==> src/design/c3f_pkg.sv <==
`timescale 1ns / 1ps
`default_nettype none

package c3f_pkg;

  // One pixel: blue in the low byte, then green, then red.
  typedef logic [23:0] pixel_t;

  localparam int CHAN_W    = 8;
  localparam int CHANNELS  = 3;
  localparam int TAPS      = 9;
  localparam int WIN_SIZE  = 3;
  localparam int MIN_DIM   = 3;
  localparam int CFG_DIM_W = 12;
  localparam int CHAN_MAX  = 255;

  // Channel sums stay within -2040..2295, so 14 signed bits leave headroom.
  localparam int SUM_W = 14;
  typedef logic signed [SUM_W-1:0] sum_t;

  // Kernel coefficients lie in -4..8.
  typedef logic signed [4:0] coef_t;

  typedef enum logic [2:0] {
    FILT_SMOOTH  = 3'd0,
    FILT_SHARPEN = 3'd1,
    FILT_EDGE    = 3'd2,
    FILT_EMBOSS  = 3'd3,
    FILT_OUTLINE = 3'd4
  } filter_t;

  localparam int FILTER_COUNT = 5;

  typedef enum logic [1:0] {
    REG_FILTER = 2'd0,
    REG_WIDTH  = 2'd1,
    REG_HEIGHT = 2'd2
  } reg_idx_t;

  // Tap r*3+c weights window row r (oldest row first) and column c (oldest first).
  localparam coef_t KERNELS [FILTER_COUNT][TAPS] = '{
    '{ 5'sd1,  5'sd1,  5'sd1,  5'sd1,  5'sd1,  5'sd1,  5'sd1,  5'sd1,  5'sd1},
    '{ 5'sd0, -5'sd1,  5'sd0, -5'sd1,  5'sd5, -5'sd1,  5'sd0, -5'sd1,  5'sd0},
    '{ 5'sd0,  5'sd1,  5'sd0,  5'sd1, -5'sd4,  5'sd1,  5'sd0,  5'sd1,  5'sd0},
    '{ 5'sd2,  5'sd1,  5'sd0,  5'sd1,  5'sd1, -5'sd1,  5'sd0, -5'sd1, -5'sd2},
    '{-5'sd1, -5'sd1, -5'sd1, -5'sd1,  5'sd8, -5'sd1, -5'sd1, -5'sd1, -5'sd1}
  };

  // Division by nine for sums in 0..2295: floor(x * 7282 / 2^16) is exact there.
  localparam int DIV9_IN_W  = 12;
  localparam int RECIP_W    = 13;
  localparam int RECIP_NINE = 7282;
  localparam int DIV_SHIFT  = 16;

endpackage

`default_nettype wire

==> src/design/c3f_post.sv <==
`timescale 1ns / 1ps
`default_nettype none

module c3f_post import c3f_pkg::*; (
  input  wire logic    clk,
  input  wire logic    load,
  input  wire filter_t sel,
  input  wire sum_t    sums [CHANNELS],
  input  wire logic    last,
  output pixel_t       px_out,
  output logic         last_out
);

  pixel_t px_next;

  always_comb begin
    logic [DIV9_IN_W+RECIP_W-1:0] prod;
    sum_t scaled;
    for (int c = 0; c < CHANNELS; c++) begin
      // A smooth sum is never negative, so its low bits hold it whole.
      prod = (DIV9_IN_W+RECIP_W)'(sums[c][DIV9_IN_W-1:0]) *
             (DIV9_IN_W+RECIP_W)'(RECIP_NINE);
      if (sel == FILT_SMOOTH) begin
        scaled = sum_t'(prod >> DIV_SHIFT);
      end else begin
        scaled = sums[c];
      end
      if (scaled < 0) begin
        px_next[CHAN_W*c +: CHAN_W] = '0;
      end else if (scaled > sum_t'(CHAN_MAX)) begin
        px_next[CHAN_W*c +: CHAN_W] = CHAN_W'(CHAN_MAX);
      end else begin
        px_next[CHAN_W*c +: CHAN_W] = scaled[CHAN_W-1:0];
      end
    end
  end

  always_ff @(posedge clk) begin
    if (load) begin
      px_out   <= px_next;
      last_out <= last;
    end
  end

endmodule

`default_nettype wire

==> config.mk <==
export PLATFORM = sky130hd
export DESIGN_NAME = c3f_post
export DESIGN_NICKNAME = d
export VERILOG_FILES = /design/src/design/c3f_pkg.sv /design/src/design/c3f_post.sv
export SDC_FILE = /design/constraint.sdc
export NUM_CORES = 1
export LEC_CHECK = 0
export BUFFER_PORTS_ARGS = -buffer_cell sky130_fd_sc_hd__buf_2
export CAP_MARGIN = 5
export CORE_MARGIN = 1.5
export CORE_UTILIZATION = 65
export CTS_CLUSTER_DIAMETER = 120
export DETAILED_ROUTE_END_ITERATION = 10
export PLACE_DENSITY = 0.86
export SLEW_MARGIN = 20
export SYNTH_ARGS = -nofsm -noshare
export SYNTH_HDL_FRONTEND = slang
export SYNTH_SLANG_ARGS = --single-unit
==> constraint.sdc <==
create_clock -name clk -period 20.1 [get_ports clk]
set_clock_uncertainty 0.1 [all_clocks]
set_input_delay 5.025 -clock clk [delete_from_list [all_inputs] [get_ports clk]]
set_output_delay 5.025 -clock clk [all_outputs]
set_load 0.02 [all_outputs]
==> results of run 1 <==
flip-flops by register name, summed over array words and instances (netlist names):
signal    cells
last_out      1
px_out       24
worst min-delay path by stage:
stage	startpoint	endpoint	slack [ns]	depth (start not counted)
after detailed placement	last	last_out$_DFFE_PP_	5.15	1
after global routing	last	last_out$_DFFE_PP_	4.89	1
final	last	last_out$_DFFE_PP_	4.89	1
after global placement	last	last_out$_DFFE_PP_	5.14	1
after CTS	last	last_out$_DFFE_PP_	4.88	1
after floorplan	last	last_out$_DFFE_PP_	5.02	0
power by group through the flow:
stage | sequential [W] | combinational (W) | clock (W)
2_1_floorplan | 0.0000791 | 0.000533 | 0
3_3_place_gp | 0.0000717 | 0.000674 | 0
3_5_place_dp | 0.0000718 | 0.000714 | 0
4_1_cts | 0.0000707 | 0.000721 | 0.0000441
5_1_grt | 0.0000711 | 0.000823 | 0.0000462
6_report | 0.0000709 | 0.000722 | 0.0000437
cell families after synthesis:
family,Yosys count,share of synthesized area (%)
AO/OA/AOI/OAI,106,10.1
flip-flops,25,9.30
adder cells (fa/ha/maj),330,61.5
XOR/XNOR,28,3.13
buffers and inverters,229,10.6
AND/OR/NAND/NOR,79,5.39
cells in the mapped netlist (2+ instances only):
cell type  count  area, um2
or3_1          3       18.8
a211oi_1       6       45.0
a31oi_1        4       25.0
nand3_1        7       35.0
nand2_1       13       48.8
o211ai_1       9       67.6
nor2_1        12       45.0
nand4_1        7       43.8
a211o_1        2       17.5
xor2_1        10       87.6
a21oi_1       25        125
nor3_1        10       50.1
inv_1        224        841
nor3b_1        4       30.0
fa_1         111       2220
xnor2_1       17        149
o21bai_1       3       22.5
nand2b_1       2       12.5
ha_1         219       2740
o21ai_0        7       35.0
edfxtp_1      25        751
and3_1         7       43.8
a21o_1        15        113
o31a_1         2       17.5
nor4_1         4       25.0
o221a_2       15        169
o21a_1         3       22.5
or2_2          4       25.0
clkbuf_1       4       15.0
cell usage in the layout, fill, tap and decap left out, drive strengths merged, types with 8 or more instances in the layout:
cell type / instances
inv: 224
ha: 219
fa: 111
buf: 73
a21oi: 25
edfxtp: 25
xnor2: 18
o221a: 16
a21o: 15
nand2: 13
nor2: 12
nor3: 11
xor2: 10
o211ai: 9
o21ai: 8
layout make-up:
class | count | area, um2 | area share (%)
Inverter | 224 | 841 | 9.65
Multi-Input combinational cell | 543 | 6470 | 74.2
Clock buffer | 4 | 78.8 | 0.904
Timing Repair Buffer | 73 | 368 | 4.22
Tap cell | 168 | 210 | 2.41
Sequential cell | 25 | 751 | 8.61
critical path: stages:
cell and delay (ns):
buf_2 0.16, fa_1 0.52, fa_1 0.52, inv_1 0.08, fa_1 0.54, inv_1 0.06
fa_1 0.55, inv_1 0.06, fa_1 0.55, inv_1 0.07, ha_1 0.21, a211oi_1 0.24
o21ai_0 0.16, a2111oi_0 0.41, a21oi_1 0.21, a211oi_1 0.35, o21bai_1 0.15, xnor2_2 0.35
o211ai_1 0.14
stage by stage:
step                      area (um2)  worst slack (ns)  hold slack [ns]
after detailed placement        8640              9.33             5.15
final                           8720              9.63             4.89
after global placement          8640              9.52             5.14
after global routing            8720              9.19             4.89
after CTS                       8720              9.58             4.88
after floorplan                 8070             10.02             5.02
metal layers:
layer	vias up	share of wire (%)	track usage, %
met2	172	50	50.8
met5	-	0	0
met4	0	3.0	8.33
met3	50	4.2	2.06
met1	2824	43	37.1
li1	2793	-	-
==> results.yml, run 1 <==
global_routing:
  grt_pass1_wl_um: 29300
  grt_use_total_pct: 28.4
  grt_max_degree: 26
  antenna_found_initial: 0
  first_global_vias: 6255
  grt_overflow: 0
yosys:
  syn-cell-area_mm2: 0.00807
  synth.distinct_cells: 52
  yosysSeqAreaShare_pct: 9.30
  synthArstFlopShare_pct: 0
  syn_area_per_cell_um2: 10.1
  syn-num-nets: 1175
  synth-edff-count: 25
  yosysWarnings: 0
  ys_ff_latch: 25
  synth_ff_type: "edfxtp_1"
  postSynthCellCount: 797
timing:
  min_period_ns: 10.47
  maxSlewHeadroom_pct: 59.2
  slew_viol_final: 0
  period_share_pct: 52.1
  rsz0062_at_grt: "false"
  tns_ns: 0
  setup_violations: 0
  tightest_slew_ns: 0.604
  clock.fmax_mhz: 95.5
  hold_violations: 0
floorplanning:
  io_pins: 73
  die_w_um: 114
  die_y_um: 114
  start_util_pct: 66.9
  rows: 40
  dieArea_mm2: 0.0131
  core_mm2: 0.0121
power_and_ir_drop:
  power_w: 0.000837
  p_int_w: 0.000404
  p_sw_w: 0.000433
  power.share.sequential_pct: 8.5
  cellPowerDensity_mw_per_mm2: 96.0
  p_comb_share_pct: 86.3
  irDropWorstVdd_v: 0.0000483
  switching_share_pct: 51.8
  cellLeakagePower_nw: 4.88
  clockPowerShare_pct: 5.2
worst_setup_path:
  crit_arrival_ns: 10.35
  crit_fanout: 8
  end_kind: "register"
  cp.required_ns: 19.98
  startpoint: "sums[9]"
  start_kind: "input port"
  path_class: "in2reg"
  endpoint: "px_out[21]$_SDFFCE_PP0P_"
clocking:
  root_buffer: "clkbuf_16"
  postCtsHoldBufs: 0
  ctsResizeCount: 0
  cts_inserted_buffers: 3
  cts.sinks: 25
  clockBufferDepth: 2
  clk_pin_slew_ns: 0.06
  cts_tree: "yes"
  cts_setup_buffers: 0
  cts_max_level: 1
place:
  port-buffer-count: 72
  dp.cells: 1033
  globalplace.congestion: 0.909
  dp_hpwl_um: 15700
cells_and_area:
  nets: 1248
  finalCoreUtilization_pct: 72.3
  nFillCells: 855
  stdcell_count: 1037
  area_growth_pct: 7.97
  antenna_cells: 0
  drive_above_1_share_pct: 11.6
run_status:
  status: "complete, no violations"
detailed_routing:
  drt-initial-drc-count: 387
  postRouteWirelength_um: 17200
  postRouteAntennaNets: 0
  viasPerCell: 5.63
  vias: 5839
  wl_per_cell_um: 16.6
  dr.pass1.iters: 5
  drc_errors: 0
job:
  cap_viol_max_count: 0
worst_hold_path:
  worst_hold_path_type: "in2reg"
No activity file was read; power rests on OpenSTA's default activity.
==> inputs of run 2 (changes only) <==
Settings changed: CORE_UTILIZATION 65 to 57, PLACE_DENSITY 0.86 to 0.8.
Clock period 20.1 ns to 9.6 ns, I/O delays scaled along.
==> results.yml, run 2 (synthesis gave the netlist of run 1 again) <==
cells_and_area:
  area_growth_pct: 8.23
  layout_commonest_cell: "inv_1"
  largest_register_ffs: 24
  drive_above_1_share_pct: 11.7
  final_cell_mix: "inv_1 (224), ha_1 (219), fa_1 (111), buf_2 (72)"
  nets: 1248
  finalCoreUtilization_pct: 63.2
  top_register: "px_out"
  stdcell_count: 1050
  top_regs: "px_out x24, last_out x1"
power_and_ir_drop:
  p_sw_w: 0.000883
  power_w: 0.00172
  p_int_w: 0.000838
  irDropWorstVdd_v: 0.000105
  clockPowerShare_pct: 5.5
  power.share.sequential_pct: 8.5
  p_comb_share_pct: 86.0
  cellLeakagePower_nw: 4.88
  cellPowerDensity_mw_per_mm2: 197
  switching_share_pct: 51.3
worst_setup_path:
  start_kind: "input port"
  crit_fanout: 8
  crit_arrival_ns: 7.75
  path_class: "in2reg"
  cp.required_ns: 9.49
  end_kind: "register"
clocking:
  cts.sinks: 25
  cts_tree: "yes"
  clk_pin_slew_ns: 0.07
  ctsResizeCount: 0
  postCtsHoldBufs: 0
  root_buffer: "clkbuf_16"
  cts_setup_buffers: 0
  cts_inserted_buffers: 3
  clockBufferDepth: 2
  cts_max_level: 1
detailed_routing:
  vias: 5620
  postRouteAntennaNets: 0
  dr.pass1.iters: 4
  drt-initial-drc-count: 250
  wl_per_cell_um: 15.9
  viasPerCell: 5.35
  postRouteWirelength_um: 16700
  drc_errors: 0
timing:
  clock.fmax_mhz: 127
  setup_violations: 0
  maxSlewHeadroom_pct: 55.8
  period_share_pct: 81.9
  tightest_slew_ns: 0.655
  hold_violations: 0
  slew_viol_final: 0
  tns_ns: 0
  rsz0062_at_grt: "false"
  min_period_ns: 7.86
job:
  cap_viol_max_count: 0
worst_hold_path:
  worst_hold_path_type: "in2reg"
  whs_path_depth: 1
place:
  globalplace.congestion: 0.887
  port-buffer-count: 72
  dp.cells: 1045
  dp_hpwl_um: 15200
run_status:
  status: "complete, no violations"
floorplanning:
  io_pins: 73
  start_util_pct: 58.4
  dieArea_mm2: 0.0149
  die_w_um: 122
  rows: 43
  core_mm2: 0.0138
  die_y_um: 122
global_routing:
  grt_overflow: 0
  grt_use_total_pct: 24.1
  antenna_found_initial: 1
  grt_max_degree: 26
  first_global_vias: 6034
  grt_pass1_wl_um: 28200
[run 2: changes by cell type in the layout (fill, tap and decap cells not counted), sizes merged]
cell | previous run | this run
diode | 0 | 1
clkbuf | 4 | 3
clkinvlp | 0 | 1
[run 2: path summary, 6_finish.rpt]
check	startpoint	end
setup / recovery	sums[9]	px_out[23]$_SDFFCE_PP0P_
hold / removal	last	last_out$_DFFE_PP_
[run 2: area by class of cell]
cell class / instances / area [um2]
Fill cell: 1090 / 5090
Clock inverter: 1 / 7.51
Tap cell: 180 / 225
Multi-Input combinational cell: 543 / 6470
Inverter: 224 / 841
Clock buffer: 3 / 75.1
Antenna cell: 1 / 2.50
Timing Repair Buffer: 73 / 368
Sequential cell: 25 / 751
[run 2: per-stage QoR]
step,area (um2),hold WS (ns),setup WS (ns)
after floorplan,8070,2.40,2.14
after global placement,8650,2.48,1.62
after detailed placement,8650,2.48,1.49
after CTS,8730,2.21,1.76
after global routing,8730,2.20,1.46
final,8740,2.21,1.74
[run 2: per-layer routing]
metal | wire (um) | up-vias | GRT usage, %
met4 | 185 | 0 | 5.07
li1 | - | 2788 | -
met3 | 648 | 15 | 2.06
met2 | 8390 | 108 | 43.1
met1 | 7450 | 2709 | 31.8
met5 | 0 | - | 0
[run 2: critical path, stage by stage]
cell and delay [ns]:
buf_2 0.15, fa_1 0.53, fa_1 0.52, inv_1 0.08
fa_1 0.55, inv_1 0.06, fa_1 0.54, inv_1 0.06
fa_1 0.54, inv_1 0.04, ha_1 0.21, a211oi_1 0.23
o21ai_0 0.15, a2111oi_0 0.40, a21oi_1 0.21, a211oi_1 0.38
o21bai_1 0.16, xnor2_2 0.38, o211ai_1 0.14
[run 2: power groups by stage]
| stage | Clock (W) | Combinational, W | Sequential [W] |
|---|---|---|---|
| 2_1_floorplan | 0 | 0.00112 | 0.000166 |
| 3_3_place_gp | 0 | 0.00143 | 0.000150 |
| 3_5_place_dp | 0 | 0.00147 | 0.000149 |
| 4_1_cts | 0.0000969 | 0.00149 | 0.000147 |
| 5_1_grt | 0.000102 | 0.00170 | 0.000147 |
| 6_report | 0.0000951 | 0.00148 | 0.000147 |
